**src/hw/rtl/wpfs_pkg.sv**
```systemverilog
// wpfs_pkg: shared widths, register map and codes of the window pair fitness scorer
// no dependencies; used by the channel interfaces, the top level and the checker
`default_nettype none

package wpfs_pkg;

  // sample field width of both logs
  localparam int unsigned SAMPLE_BITS = 16;

  // result field widths
  localparam int unsigned RATIO_W = 16;
  localparam int unsigned LEN_W   = 9;
  localparam int unsigned VDIFF_W = 17;
  localparam int unsigned TDIFF_W = 16;
  localparam int unsigned MEAN_W  = 16;

  // configuration port
  localparam int unsigned APB_ADDR_W = 3;
  localparam int unsigned APB_DATA_W = 32;
  localparam int unsigned VLIMIT_W   = 17;
  localparam int unsigned TLIMIT_W   = 16;
  localparam logic [VLIMIT_W-1:0] VLIMIT_RST = '1;
  localparam logic [TLIMIT_W-1:0] TLIMIT_RST = '1;

  // register index, taken from address bit 2
  typedef enum logic {
    REG_VOLTAGE_LIMIT = 1'b0,
    REG_TEMP_LIMIT    = 1'b1
  } reg_idx_e;

endpackage

`default_nettype wire

```
**src/hw/rtl/wpfs_if.sv**
```systemverilog
// wpfs_sample_if and wpfs_result_if: valid/ready channels of the scorer
// depends on wpfs_pkg for the field widths
`default_nettype none

interface wpfs_sample_if import wpfs_pkg::*; ();
  logic                          valid;
  logic                          ready;
  logic signed [SAMPLE_BITS-1:0] current_a;
  logic signed [SAMPLE_BITS-1:0] current_b;
  logic        [SAMPLE_BITS-1:0] voltage_a;
  logic        [SAMPLE_BITS-1:0] voltage_b;
  logic signed [SAMPLE_BITS-1:0] temp_a;
  logic signed [SAMPLE_BITS-1:0] temp_b;
  logic                          last_sample;

  modport source (
    output valid, current_a, current_b, voltage_a, voltage_b, temp_a, temp_b, last_sample,
    input  ready
  );
  modport sink (
    input  valid, current_a, current_b, voltage_a, voltage_b, temp_a, temp_b, last_sample,
    output ready
  );
endinterface

interface wpfs_result_if import wpfs_pkg::*; ();
  logic               valid;
  logic               ready;
  logic               gates_passed;
  logic [RATIO_W-1:0] max_rel_current_diff;
  logic [LEN_W-1:0]   window_length;
  logic [VDIFF_W-1:0] voltage_diff;
  logic [TDIFF_W-1:0] temp_diff;
  logic [MEAN_W-1:0]  mean_abs_current;

  modport source (
    output valid, gates_passed, max_rel_current_diff, window_length, voltage_diff,
           temp_diff, mean_abs_current,
    input  ready
  );
  modport sink (
    input  valid, gates_passed, max_rel_current_diff, window_length, voltage_diff,
           temp_diff, mean_abs_current,
    output ready
  );
endinterface

`default_nettype wire

```
**src/hw/rtl/wpfs_div.sv**
```systemverilog
// wpfs_div: restoring divider, one quotient bit per cycle
// standalone; shared by the ratio and the mean computations of the scorer
`default_nettype none

module wpfs_div #(
  parameter int unsigned NUM_W = 25,
  parameter int unsigned DEN_W = 16
) (
  input  wire logic             clk_i,
  input  wire logic             rst_ni,
  input  wire logic             start_i,
  input  wire logic [NUM_W-1:0] num_i,
  input  wire logic [DEN_W-1:0] den_i,
  output logic                  done_o,
  output logic [NUM_W-1:0]      quot_o
);

  localparam int unsigned STEP_W = $clog2(NUM_W);

  logic              busy_q;
  logic              done_q;
  logic [STEP_W-1:0] step_q;
  logic [NUM_W-1:0]  num_q;
  logic [DEN_W-1:0]  den_q;
  logic [DEN_W-1:0]  rem_q;

  logic [DEN_W:0]    rem_shift;
  logic [DEN_W:0]    rem_sub;
  logic              q_bit;

  // shift in the next dividend bit and try the subtraction
  assign rem_shift = {rem_q, num_q[NUM_W-1]};
  assign rem_sub   = rem_shift - {1'b0, den_q};
  assign q_bit     = (rem_shift >= {1'b0, den_q});

  always_ff @(posedge clk_i or negedge rst_ni) begin
    if (!rst_ni) begin
      busy_q <= 1'b0;
      done_q <= 1'b0;
      step_q <= '0;
    end else begin
      done_q <= 1'b0;
      if (start_i) begin
        busy_q <= 1'b1;
        step_q <= '0;
      end else if (busy_q) begin
        step_q <= step_q + 1'b1;
        if (step_q == STEP_W'(NUM_W - 1)) begin
          busy_q <= 1'b0;
          done_q <= 1'b1;
        end
      end
    end
  end

  always_ff @(posedge clk_i) begin
    if (start_i) begin
      num_q <= num_i;
      den_q <= den_i;
      rem_q <= '0;
    end else if (busy_q) begin
      num_q <= {num_q[NUM_W-2:0], q_bit};
      rem_q <= q_bit ? rem_sub[DEN_W-1:0] : rem_shift[DEN_W-1:0];
    end
  end

  assign done_o = done_q;
  assign quot_o = num_q;

endmodule

`default_nettype wire

```
**src/hw/rtl/window_pair_fitness_scorer.sv**
```systemverilog
// window_pair_fitness_scorer: compares two aligned battery log windows sample by sample
// depends on wpfs_pkg, wpfs_sample_if, wpfs_result_if and wpfs_div
// a sample with no division leaves ready high; a sample that divides runs the divider in ST_RATIO;
//   a closing item runs it in ST_MEAN and then loads its result in ST_FIN; an empty window skips ST_MEAN
// one item at a time: ready is low while the divider runs and while a result waits to load
// reset: asynchronous active low; limits go to all ones, the next item starts a new window
`default_nettype none

module window_pair_fitness_scorer import wpfs_pkg::*; #(
  parameter int unsigned MAX_WINDOW = 256
) (
  input  wire logic                  clk_i,
  input  wire logic                  rst_ni,
  wpfs_sample_if.sink                sample_i,
  wpfs_result_if.source              result_o,
  input  wire logic                  psel,
  input  wire logic                  penable,
  input  wire logic                  pwrite,
  input  wire logic [APB_ADDR_W-1:0] paddr,
  input  wire logic [APB_DATA_W-1:0] pwdata,
  output logic      [APB_DATA_W-1:0] prdata,
  output logic                       pready
);

  // count must hold MAX_WINDOW itself; sum of |a| up to 2^15 per sample
  localparam int unsigned CNT_W = $clog2(MAX_WINDOW + 1);
  localparam int unsigned SUM_W = SAMPLE_BITS + CNT_W;
  // ratio dividend is |a-b| scaled by 256
  localparam int unsigned RNUM_W = SAMPLE_BITS + 8;
  localparam int unsigned NUM_W  = (SUM_W > RNUM_W) ? SUM_W : RNUM_W;
  localparam int unsigned DEN_W  = (CNT_W > SAMPLE_BITS) ? CNT_W : SAMPLE_BITS;

  typedef enum logic [1:0] {
    ST_IDLE,
    ST_RATIO,
    ST_MEAN,
    ST_FIN
  } state_e;

  // control registers
  state_e              state_q, state_d;
  logic                inside_q, inside_d;
  logic                out_valid_q, out_valid_d;
  logic [VLIMIT_W-1:0] vlimit_q;
  logic [TLIMIT_W-1:0] tlimit_q;

  // window state, masked by inside_q so it needs no reset
  logic [SAMPLE_BITS-1:0] start_va_q, start_va_d;
  logic [SAMPLE_BITS-1:0] start_vb_q, start_vb_d;
  logic [TDIFF_W-1:0]     tgap_q, tgap_d;
  logic [RATIO_W-1:0]     max_q, max_d;
  logic [SUM_W-1:0]       sum_q, sum_d;
  logic [CNT_W-1:0]       cnt_q, cnt_d;
  logic [VDIFF_W-1:0]     vdiff_q, vdiff_d;
  logic [MEAN_W-1:0]      mean_q, mean_d;

  // output register
  logic               res_pass_q;
  logic [RATIO_W-1:0] res_ratio_q;
  logic [LEN_W-1:0]   res_len_q;
  logic [VDIFF_W-1:0] res_vdiff_q;
  logic [TDIFF_W-1:0] res_tdiff_q;
  logic [MEAN_W-1:0]  res_mean_q;
  logic               res_load;

  // divider hookup
  logic             div_start;
  logic [NUM_W-1:0] div_num;
  logic [DEN_W-1:0] div_den;
  logic             div_done;
  logic [NUM_W-1:0] div_quot;

  // per-item arithmetic
  logic                 in_fire;
  logic                 out_free;
  logic signed [SAMPLE_BITS:0] ia_x, ib_x, ta_x, tb_x, i_diff, t_diff;
  logic [SAMPLE_BITS:0] va_diff, start_vdiff_x;
  logic [SAMPLE_BITS-1:0] cur_mag, cur_gap, tgap_new, end_vdiff, start_vdiff;
  logic [SAMPLE_BITS-1:0] sva_cur, svb_cur;
  logic [RATIO_W-1:0]   max_cur, ratio_div;
  logic [SUM_W-1:0]     sum_cur;
  logic [CNT_W-1:0]     cnt_cur;
  logic [CNT_W+LEN_W-1:0] cnt_ext;
  logic [LEN_W-1:0]     len_sat;

  assign in_fire  = sample_i.valid && sample_i.ready;
  assign out_free = !out_valid_q || result_o.ready;

  // magnitudes, all in one extra bit
  assign ia_x    = {sample_i.current_a[SAMPLE_BITS-1], sample_i.current_a};
  assign ib_x    = {sample_i.current_b[SAMPLE_BITS-1], sample_i.current_b};
  assign ta_x    = {sample_i.temp_a[SAMPLE_BITS-1], sample_i.temp_a};
  assign tb_x    = {sample_i.temp_b[SAMPLE_BITS-1], sample_i.temp_b};
  assign i_diff  = ia_x - ib_x;
  assign t_diff  = ta_x - tb_x;
  assign cur_mag  = ia_x[SAMPLE_BITS] ? SAMPLE_BITS'(-ia_x) : ia_x[SAMPLE_BITS-1:0];
  assign cur_gap  = i_diff[SAMPLE_BITS] ? SAMPLE_BITS'(-i_diff) : i_diff[SAMPLE_BITS-1:0];
  assign tgap_new = t_diff[SAMPLE_BITS] ? SAMPLE_BITS'(-t_diff) : t_diff[SAMPLE_BITS-1:0];

  assign va_diff   = {1'b0, sample_i.voltage_a} - {1'b0, sample_i.voltage_b};
  assign end_vdiff = va_diff[SAMPLE_BITS] ? SAMPLE_BITS'(-va_diff) : va_diff[SAMPLE_BITS-1:0];

  // first item of a window sees an empty window
  assign sva_cur = inside_q ? start_va_q : sample_i.voltage_a;
  assign svb_cur = inside_q ? start_vb_q : sample_i.voltage_b;
  assign max_cur = inside_q ? max_q : '0;
  assign sum_cur = inside_q ? sum_q : '0;
  assign cnt_cur = inside_q ? cnt_q : '0;

  assign start_vdiff_x = {1'b0, sva_cur} - {1'b0, svb_cur};
  assign start_vdiff   = start_vdiff_x[SAMPLE_BITS] ? SAMPLE_BITS'(-start_vdiff_x)
                                                    : start_vdiff_x[SAMPLE_BITS-1:0];

  // ratio quotient saturates at all ones
  assign ratio_div = (div_quot[NUM_W-1:RATIO_W] != '0) ? '1 : div_quot[RATIO_W-1:0];

  // reported length saturates at 511
  assign cnt_ext = (CNT_W + LEN_W)'(cnt_q);
  assign len_sat = (cnt_ext > (CNT_W + LEN_W)'({LEN_W{1'b1}})) ? '1 : cnt_ext[LEN_W-1:0];

  // sequencer
  always_comb begin
    state_d     = state_q;
    inside_d    = inside_q;
    out_valid_d = out_valid_q;
    start_va_d  = start_va_q;
    start_vb_d  = start_vb_q;
    tgap_d      = tgap_q;
    max_d       = max_q;
    sum_d       = sum_q;
    cnt_d       = cnt_q;
    vdiff_d     = vdiff_q;
    mean_d      = mean_q;
    div_start   = 1'b0;
    div_num     = NUM_W'({cur_gap, 8'h00});
    div_den     = DEN_W'(cur_mag);
    res_load    = 1'b0;

    if (out_valid_q && result_o.ready) begin
      out_valid_d = 1'b0;
    end

    case (state_q)
      ST_IDLE: begin
        if (in_fire) begin
          inside_d = 1'b1;
          max_d    = max_cur;
          sum_d    = sum_cur;
          cnt_d    = cnt_cur;
          if (!inside_q) begin
            start_va_d = sample_i.voltage_a;
            start_vb_d = sample_i.voltage_b;
            tgap_d     = tgap_new;
          end
          if (!sample_i.last_sample) begin
            if (cnt_cur < CNT_W'(MAX_WINDOW)) begin
              sum_d = sum_cur + SUM_W'(cur_mag);
              cnt_d = cnt_cur + 1'b1;
              if (cur_mag == '0) begin
                // zero current in log A: ratio is 0 or full scale
                if (cur_gap != '0) begin
                  max_d = '1;
                end
              end else begin
                div_start = 1'b1;
                state_d   = ST_RATIO;
              end
            end
          end else begin
            inside_d = 1'b0;
            vdiff_d  = VDIFF_W'(start_vdiff) + VDIFF_W'(end_vdiff);
            if (cnt_cur == '0) begin
              mean_d  = '0;
              state_d = ST_FIN;
            end else begin
              div_num   = NUM_W'(sum_cur);
              div_den   = DEN_W'(cnt_cur);
              div_start = 1'b1;
              state_d   = ST_MEAN;
            end
          end
        end
      end
      ST_RATIO: begin
        if (div_done) begin
          if (ratio_div > max_q) begin
            max_d = ratio_div;
          end
          state_d = ST_IDLE;
        end
      end
      ST_MEAN: begin
        if (div_done) begin
          // mean of 16-bit magnitudes never exceeds 2^15
          mean_d  = div_quot[MEAN_W-1:0];
          state_d = ST_FIN;
        end
      end
      ST_FIN: begin
        if (out_free) begin
          res_load    = 1'b1;
          out_valid_d = 1'b1;
          state_d     = ST_IDLE;
        end
      end
      default: begin
        state_d = ST_IDLE;
      end
    endcase
  end

  always_ff @(posedge clk_i or negedge rst_ni) begin
    if (!rst_ni) begin
      state_q     <= ST_IDLE;
      inside_q    <= 1'b0;
      out_valid_q <= 1'b0;
      vlimit_q    <= VLIMIT_RST;
      tlimit_q    <= TLIMIT_RST;
    end else begin
      state_q     <= state_d;
      inside_q    <= inside_d;
      out_valid_q <= out_valid_d;
      // register write on the access cycle
      if (psel && penable && pwrite) begin
        case (reg_idx_e'(paddr[2]))
          REG_VOLTAGE_LIMIT: vlimit_q <= pwdata[VLIMIT_W-1:0];
          REG_TEMP_LIMIT:    tlimit_q <= pwdata[TLIMIT_W-1:0];
          default: ;
        endcase
      end
    end
  end

  always_ff @(posedge clk_i) begin
    start_va_q <= start_va_d;
    start_vb_q <= start_vb_d;
    tgap_q     <= tgap_d;
    max_q      <= max_d;
    sum_q      <= sum_d;
    cnt_q      <= cnt_d;
    vdiff_q    <= vdiff_d;
    mean_q     <= mean_d;
    if (res_load) begin
      // gates use limits as they stand; user must change config only while idle; unenforced
      res_pass_q  <= (vdiff_q < vlimit_q) && (tgap_q < tlimit_q);
      res_ratio_q <= max_q;
      res_len_q   <= len_sat;
      res_vdiff_q <= vdiff_q;
      res_tdiff_q <= tgap_q;
      res_mean_q  <= mean_q;
    end
  end

  // shared divider: ratio for each counted sample with nonzero log A current, the mean at close of a nonempty window
  wpfs_div #(
    .NUM_W(NUM_W),
    .DEN_W(DEN_W)
  ) u_div (
    .clk_i  (clk_i),
    .rst_ni (rst_ni),
    .start_i(div_start),
    .num_i  (div_num),
    .den_i  (div_den),
    .done_o (div_done),
    .quot_o (div_quot)
  );

  // register readback
  always_comb begin
    case (reg_idx_e'(paddr[2]))
      REG_VOLTAGE_LIMIT: prdata = APB_DATA_W'(vlimit_q);
      REG_TEMP_LIMIT:    prdata = APB_DATA_W'(tlimit_q);
      default:           prdata = '0;
    endcase
  end
  assign pready = 1'b1;

  assign sample_i.ready = (state_q == ST_IDLE);

  assign result_o.valid                = out_valid_q;
  assign result_o.gates_passed         = res_pass_q;
  assign result_o.max_rel_current_diff = res_ratio_q;
  assign result_o.window_length        = res_len_q;
  assign result_o.voltage_diff         = res_vdiff_q;
  assign result_o.temp_diff            = res_tdiff_q;
  assign result_o.mean_abs_current     = res_mean_q;

endmodule

`default_nettype wire

```
**src/flat_wrapper.sv**
```systemverilog
// flat-port wrapper written by rule: the top's interface ports become plain ports
module window_pair_fitness_scorer_flat import wpfs_pkg::*;
#(
  parameter int unsigned MAX_WINDOW = 256
)
  (clk_i, rst_ni, psel, penable, pwrite, paddr, pwdata, prdata, pready, sample_i_valid, sample_i_current_a, sample_i_current_b, sample_i_voltage_a, sample_i_voltage_b, sample_i_temp_a, sample_i_temp_b, sample_i_last_sample, sample_i_ready, result_o_valid, result_o_gates_passed, result_o_max_rel_current_diff, result_o_window_length, result_o_voltage_diff, result_o_temp_diff, result_o_mean_abs_current, result_o_ready);
  wpfs_sample_if sample_i_i ();
  wpfs_result_if result_o_i ();
  input  wire logic clk_i;
  input  wire logic rst_ni;
  input  wire logic psel;
  input  wire logic penable;
  input  wire logic pwrite;
  input  wire logic [APB_ADDR_W-1:0] paddr;
  input  wire logic [APB_DATA_W-1:0] pwdata;
  output logic      [APB_DATA_W-1:0] prdata;
  output logic pready;
  input wire logic [$bits(sample_i_i.valid)-1:0] sample_i_valid;
  input wire logic [$bits(sample_i_i.current_a)-1:0] sample_i_current_a;
  input wire logic [$bits(sample_i_i.current_b)-1:0] sample_i_current_b;
  input wire logic [$bits(sample_i_i.voltage_a)-1:0] sample_i_voltage_a;
  input wire logic [$bits(sample_i_i.voltage_b)-1:0] sample_i_voltage_b;
  input wire logic [$bits(sample_i_i.temp_a)-1:0] sample_i_temp_a;
  input wire logic [$bits(sample_i_i.temp_b)-1:0] sample_i_temp_b;
  input wire logic [$bits(sample_i_i.last_sample)-1:0] sample_i_last_sample;
  output wire logic [$bits(sample_i_i.ready)-1:0] sample_i_ready;
  output wire logic [$bits(result_o_i.valid)-1:0] result_o_valid;
  output wire logic [$bits(result_o_i.gates_passed)-1:0] result_o_gates_passed;
  output wire logic [$bits(result_o_i.max_rel_current_diff)-1:0] result_o_max_rel_current_diff;
  output wire logic [$bits(result_o_i.window_length)-1:0] result_o_window_length;
  output wire logic [$bits(result_o_i.voltage_diff)-1:0] result_o_voltage_diff;
  output wire logic [$bits(result_o_i.temp_diff)-1:0] result_o_temp_diff;
  output wire logic [$bits(result_o_i.mean_abs_current)-1:0] result_o_mean_abs_current;
  input wire logic [$bits(result_o_i.ready)-1:0] result_o_ready;
  assign sample_i_i.valid = sample_i_valid;
  assign sample_i_i.current_a = sample_i_current_a;
  assign sample_i_i.current_b = sample_i_current_b;
  assign sample_i_i.voltage_a = sample_i_voltage_a;
  assign sample_i_i.voltage_b = sample_i_voltage_b;
  assign sample_i_i.temp_a = sample_i_temp_a;
  assign sample_i_i.temp_b = sample_i_temp_b;
  assign sample_i_i.last_sample = sample_i_last_sample;
  assign sample_i_ready = sample_i_i.ready;
  assign result_o_valid = result_o_i.valid;
  assign result_o_gates_passed = result_o_i.gates_passed;
  assign result_o_max_rel_current_diff = result_o_i.max_rel_current_diff;
  assign result_o_window_length = result_o_i.window_length;
  assign result_o_voltage_diff = result_o_i.voltage_diff;
  assign result_o_temp_diff = result_o_i.temp_diff;
  assign result_o_mean_abs_current = result_o_i.mean_abs_current;
  assign result_o_i.ready = result_o_ready;
  window_pair_fitness_scorer #(.MAX_WINDOW(MAX_WINDOW)) u_core (.clk_i(clk_i), .rst_ni(rst_ni), .sample_i(sample_i_i), .result_o(result_o_i), .psel(psel), .penable(penable), .pwrite(pwrite), .paddr(paddr), .pwdata(pwdata), .prdata(prdata), .pready(pready));
endmodule
```
**config.mk**
```make
export PLATFORM = sky130hd
export DESIGN_NAME = window_pair_fitness_scorer_flat
export DESIGN_NICKNAME = d
export VERILOG_FILES = /design/src/hw/rtl/wpfs_pkg.sv /design/src/hw/rtl/wpfs_if.sv /design/src/hw/rtl/wpfs_div.sv /design/src/hw/rtl/window_pair_fitness_scorer.sv /design/src/flat_wrapper.sv
export SDC_FILE = /design/constraint.sdc
export NUM_CORES = 1
export LEC_CHECK = 0
export ABC_AREA = 1
export BUFFER_PORTS_ARGS = -buffer_cell sky130_fd_sc_hd__buf_4
export CAP_MARGIN = 25
export CORE_MARGIN = 5
export CORE_UTILIZATION = 40
export CTS_CLUSTER_SIZE = 28
export DETAILED_ROUTE_END_ITERATION = 10
export PLACE_DENSITY = 0.64
export SYNTH_ARGS = -nofsm -noshare
export SYNTH_HDL_FRONTEND = slang
export SYNTH_HIERARCHICAL = 1
export SYNTH_SLANG_ARGS = --single-unit
```
**constraint.sdc**
```tcl
create_clock -name clk_i -period 8.9 [get_ports clk_i]
set_input_delay 0.89 -clock clk_i [delete_from_list [all_inputs] [get_ports clk_i]]
set_output_delay 0.89 -clock clk_i [all_outputs]
set_load 0.02 [all_outputs]
```
==> impl_metrics.ini <==
[status]
status = completed

[clock_network]
post_cts_buffers = 0
cts_tree = yes
clk_latency_ps = 550
cts_buffers = 36
post_cts_resized = 0
cts.sinks = 307
clock-root-buffer = clkbuf_16
clock_path_buffers = 3
clk_pin_slew_worst_paths_ps = 60
holdBufCountCts = 0
cts_max_level = 2

[logic_synthesis]
synth_warnings = 6
ys.flop_type = edfxtp_1
synthArstFlopShare_pct = 14.3
yosys_register_bits = 307
synth-edff-count = 247
avgSynthCellArea_um2 = 7.73
synth_cell_types = 56
yosysSeqAreaShare_pct = 40.4
netlist_area_um2 = 22000
synthCells = 2845

[sta]
tns_ps = 0
fmax_mhz = 174
fin_skew_ps = 28.4
period_needed_ps = 5750
slew_viol_final = 0
setup_viol = 0
post-route-period-util_pct = 64.6
slew_headroom_pct = 34.8
hold_viol = 0
tightest_slew_ps = 975
rsz0062_at_grt = no

[detailed_routing]
ant_nets = 0
routedWlPerCell_um = 14.8
vias_per_cell = 4.87
drc = 0
dr.pass1.iters = 8
totalWireLength_um = 55700
drt_iter0_markers = 1190
dr_total_vias = 18400

[power_and_ir_drop]
p_per_area_nw_per_um2 = 364
p_comb_share_pct = 56.3
swShare_pct = 44.5
p_sw_mw = 4.12
leakagePower_nw = 12.4
power.share.clock_pct = 16.0
intPower_mw = 5.14
vdd_drop_max_mv = 0.242
power_frac_seq_pct = 27.8

[floorplan]
core-area_um2 = 54800
die_w_um = 244
placementRows = 86
initial_core_util_pct = 40.1
die_area_um2 = 59700
pin_count = 249
die_h_um = 244

[worst_setup_path]
cp_data_required_time_ps = 9180
end_kind = register
reg2reg_depth = 28
cp_max_fo = 33
r2r-start = u_core/inside_q
worstReg2RegEnd = u_core/vdiff_q[13]
worst_setup_path_start_kind = register
crit_path_top_delay_cell = inv_1
regToRegSetupSlack_ps = 3150
max_stage_delay_ps = 700
critPathKind = register to register
arrival_ps = 6030

[global_route]
antenna_found_initial = 0
grt_pass1_vias = 16900
grt_first_pass_wirelength_um = 88900
grt-ovfl-total = 0
grt_max_degree = 89
grt.total_usage_pct = 18.2

[final_layout]
area_growth_pct = 15.8
nets = 3358
instances_no_fill = 3776
antennaDiodeCount = 0
multi_input_area_um2 = 11000
fillCellCount = 5372
drive_above_1_share_pct = 12.8
final-seq-area_um2 = 8880

[placement]
post-dp-hpwl_um = 43100
port_buffers = 215
gp_congestion = 0.919
dp.cells = 3709

[worst_hold_path]
worstHoldPathType = input pin to asynchronous set/reset pin

[job]
max-cap-violations = 0
-- layout by cell type, fill, tap and decap left out, types with 4 or more instances in the layout --
cell | Yosys | layout
edfxtp_1 | 247 | 247
nor4_1 | 5 | 5
a21oi_1 | 165 | 165
a22oi_1 | 8 | 8
dfrtp_1 | 11 | 10
dfstp_2 | 33 | 33
nor3_1 | 36 | 36
nand3_2 | 4 | 4
clkbuf_16 | 0 | 39
clkbuf_1 | 53 | 11
o21ai_0 | 167 | 167
nand2_1 | 785 | 785
a31oi_1 | 5 | 5
nor2_1 | 211 | 208
clkinv_1 | 3 | 4
o21bai_1 | 10 | 10
o21a_1 | 5 | 5
nand4_1 | 32 | 32
clkinv_2 | 0 | 4
nand3b_1 | 14 | 14
xor2_1 | 90 | 90
dfxtp_1 | 16 | 16
nand3_1 | 143 | 143
a21boi_0 | 5 | 5
a21oi_2 | 14 | 14
a21o_1 | 7 | 7
ha_1 | 168 | 168
conb_1 | 2 | 16
inv_1 | 460 | 460
xnor2_1 | 27 | 27
nor2_2 | 8 | 9
nand2_2 | 8 | 8
a211oi_1 | 5 | 5
or2_2 | 25 | 25
and2_1 | 4 | 4
buf_4 | 19 | 228
inv_2 | 5 | 5
nand2_4 | 4 | 4
fa_1 | 7 | 7
-- state kept, by name (all words and copies together), names as in the netlist, 2 cells and up --
signal / count
u_core/result_o.mean_abs_current: 16
u_core/mean_q: 16
u_core/u_div/quot_o: 25
u_core/result_o.temp_diff: 16
u_core/start_va_q: 16
u_core/result_o.voltage_diff: 17
u_core/result_o.max_rel_current_diff: 16
u_core/sum_q: 25
u_core/u_div/rem_q: 16
u_core/result_o.window_length: 9
u_core/vlimit_q: 17
u_core/cnt_q: 9
u_core/tgap_q: 16
u_core/max_q: 16
u_core/u_div/step_q: 5
u_core/u_div/den_q: 16
u_core/start_vb_q: 16
u_core/state_q: 2
u_core/tlimit_q: 16
u_core/vdiff_q: 17
-- worst max-delay path, delay by kind of cell, from the launching register on --
family                   cells  cell delay [ps]
XOR/XNOR                     2              300
adder cells (fa/ha/maj)      2              820
flip-flops                   1              390
AO/OA/AOI/OAI                9             1620
AND/OR/NAND/NOR             10             1240
buffers and inverters        5             1120
-- per-stage QoR --
| step | instance area (µm²) | util, % | hold slack, ps | power [mW] | setup WS [ps] |
|---|---|---|---|---|---|
| 6_report | 25500 | 46.5 | 387 | 9.26 | 3150 |
| 5_1_grt | 25500 | 46.5 | 412 | 10.2 | 2470 |
| 4_1_cts | 25400 | 46.4 | 366 | 9.33 | 3130 |
| 3_5_place_dp | 24200 | 44.2 | 405 | 7.79 | 3150 |
| 3_3_place_gp | 24200 | 44.2 | 404 | 7.76 | 3210 |
| 2_1_floorplan | 22000 | - | 400 | 6.51 | 1040 |
-- per-layer routing --
metal	up-vias	track usage [%]	wire length [µm]	part of all wire, %
met5	-	0	0	0
met4	0	5.11	1460	2.6
met3	79	3.09	2940	5.3
met2	430	29.8	25700	46
met1	8253	25.0	25700	46
li1	9628	-	-	-
-- power groups by stage --
stage	clock network, mW	registers [mW]	logic, mW
4_1_cts	1.52	2.58	5.23
2_1_floorplan	0	2.66	3.85
3_3_place_gp	0	2.59	5.16
5_1_grt	1.59	2.62	5.97
3_5_place_dp	0	2.60	5.19
6_report	1.48	2.57	5.21
-- Yosys cell counts (all sizes together), types with 8 or more instances --
| master | number | share of area (%) |
|---|---|---|
| nor3 | 37 | 0.87 |
| a21oi | 179 | 4.3 |
| nand3 | 147 | 3.4 |
| a22oi | 8 | 0.27 |
| o21bai | 10 | 0.34 |
| xnor2 | 27 | 1.1 |
| inv | 465 | 7.9 |
| xor2 | 90 | 3.6 |
| dfrtp | 11 | 1.3 |
| clkbuf | 53 | 0.91 |
| nor2 | 220 | 3.9 |
| nand4 | 32 | 0.91 |
| or2 | 25 | 0.71 |
| dfstp | 33 | 3.9 |
| nand2 | 797 | 14 |
| ha | 168 | 9.6 |
| dfxtp | 16 | 1.5 |
| o21ai | 170 | 3.9 |
| edfxtp | 247 | 34 |
| buf | 29 | 1.0 |
| nand3b | 14 | 0.48 |
-- cells by family after synthesis --
group | Yosys count | synth area share [%]
buffers and inverters | 550 | 9.91
other | 2 | 0.0342
AOI/OAI and AO/OA | 409 | 10.3
adders and majority gates | 175 | 10.2
DFF | 307 | 40.4
and+or+nand+nor | 1285 | 24.5
xor gates and xnor gates | 117 | 4.66
-- how the worst max path moves through the flow --
stage                                  from                      to  slack, ps  cells after the start
after global routing        u_core/inside_q      u_core/vdiff_q[13]       2470                     28
final                       u_core/inside_q      u_core/vdiff_q[13]       3150                     28
after CTS                   u_core/inside_q      u_core/vdiff_q[13]       3130                     28
after global placement      u_core/inside_q      u_core/vdiff_q[13]       3210                     28
after floorplan           u_core/state_q[1]  u_core/u_div/quot_o[0]       1040                     14
after detailed placement    u_core/inside_q      u_core/vdiff_q[13]       3150                     28
-- layout make-up --
cell class | count | share of cell area (%)
Clock inverter | 14 | 0.580
Clock buffer | 52 | 4.10
Inverter | 468 | 6.90
Timing Repair Buffer | 229 | 6.83
Multi-Input combinational cell | 2002 | 43.2
Tap cell | 704 | 3.46
Sequential cell | 307 | 34.9
Power figures use the tool's default switching activity.
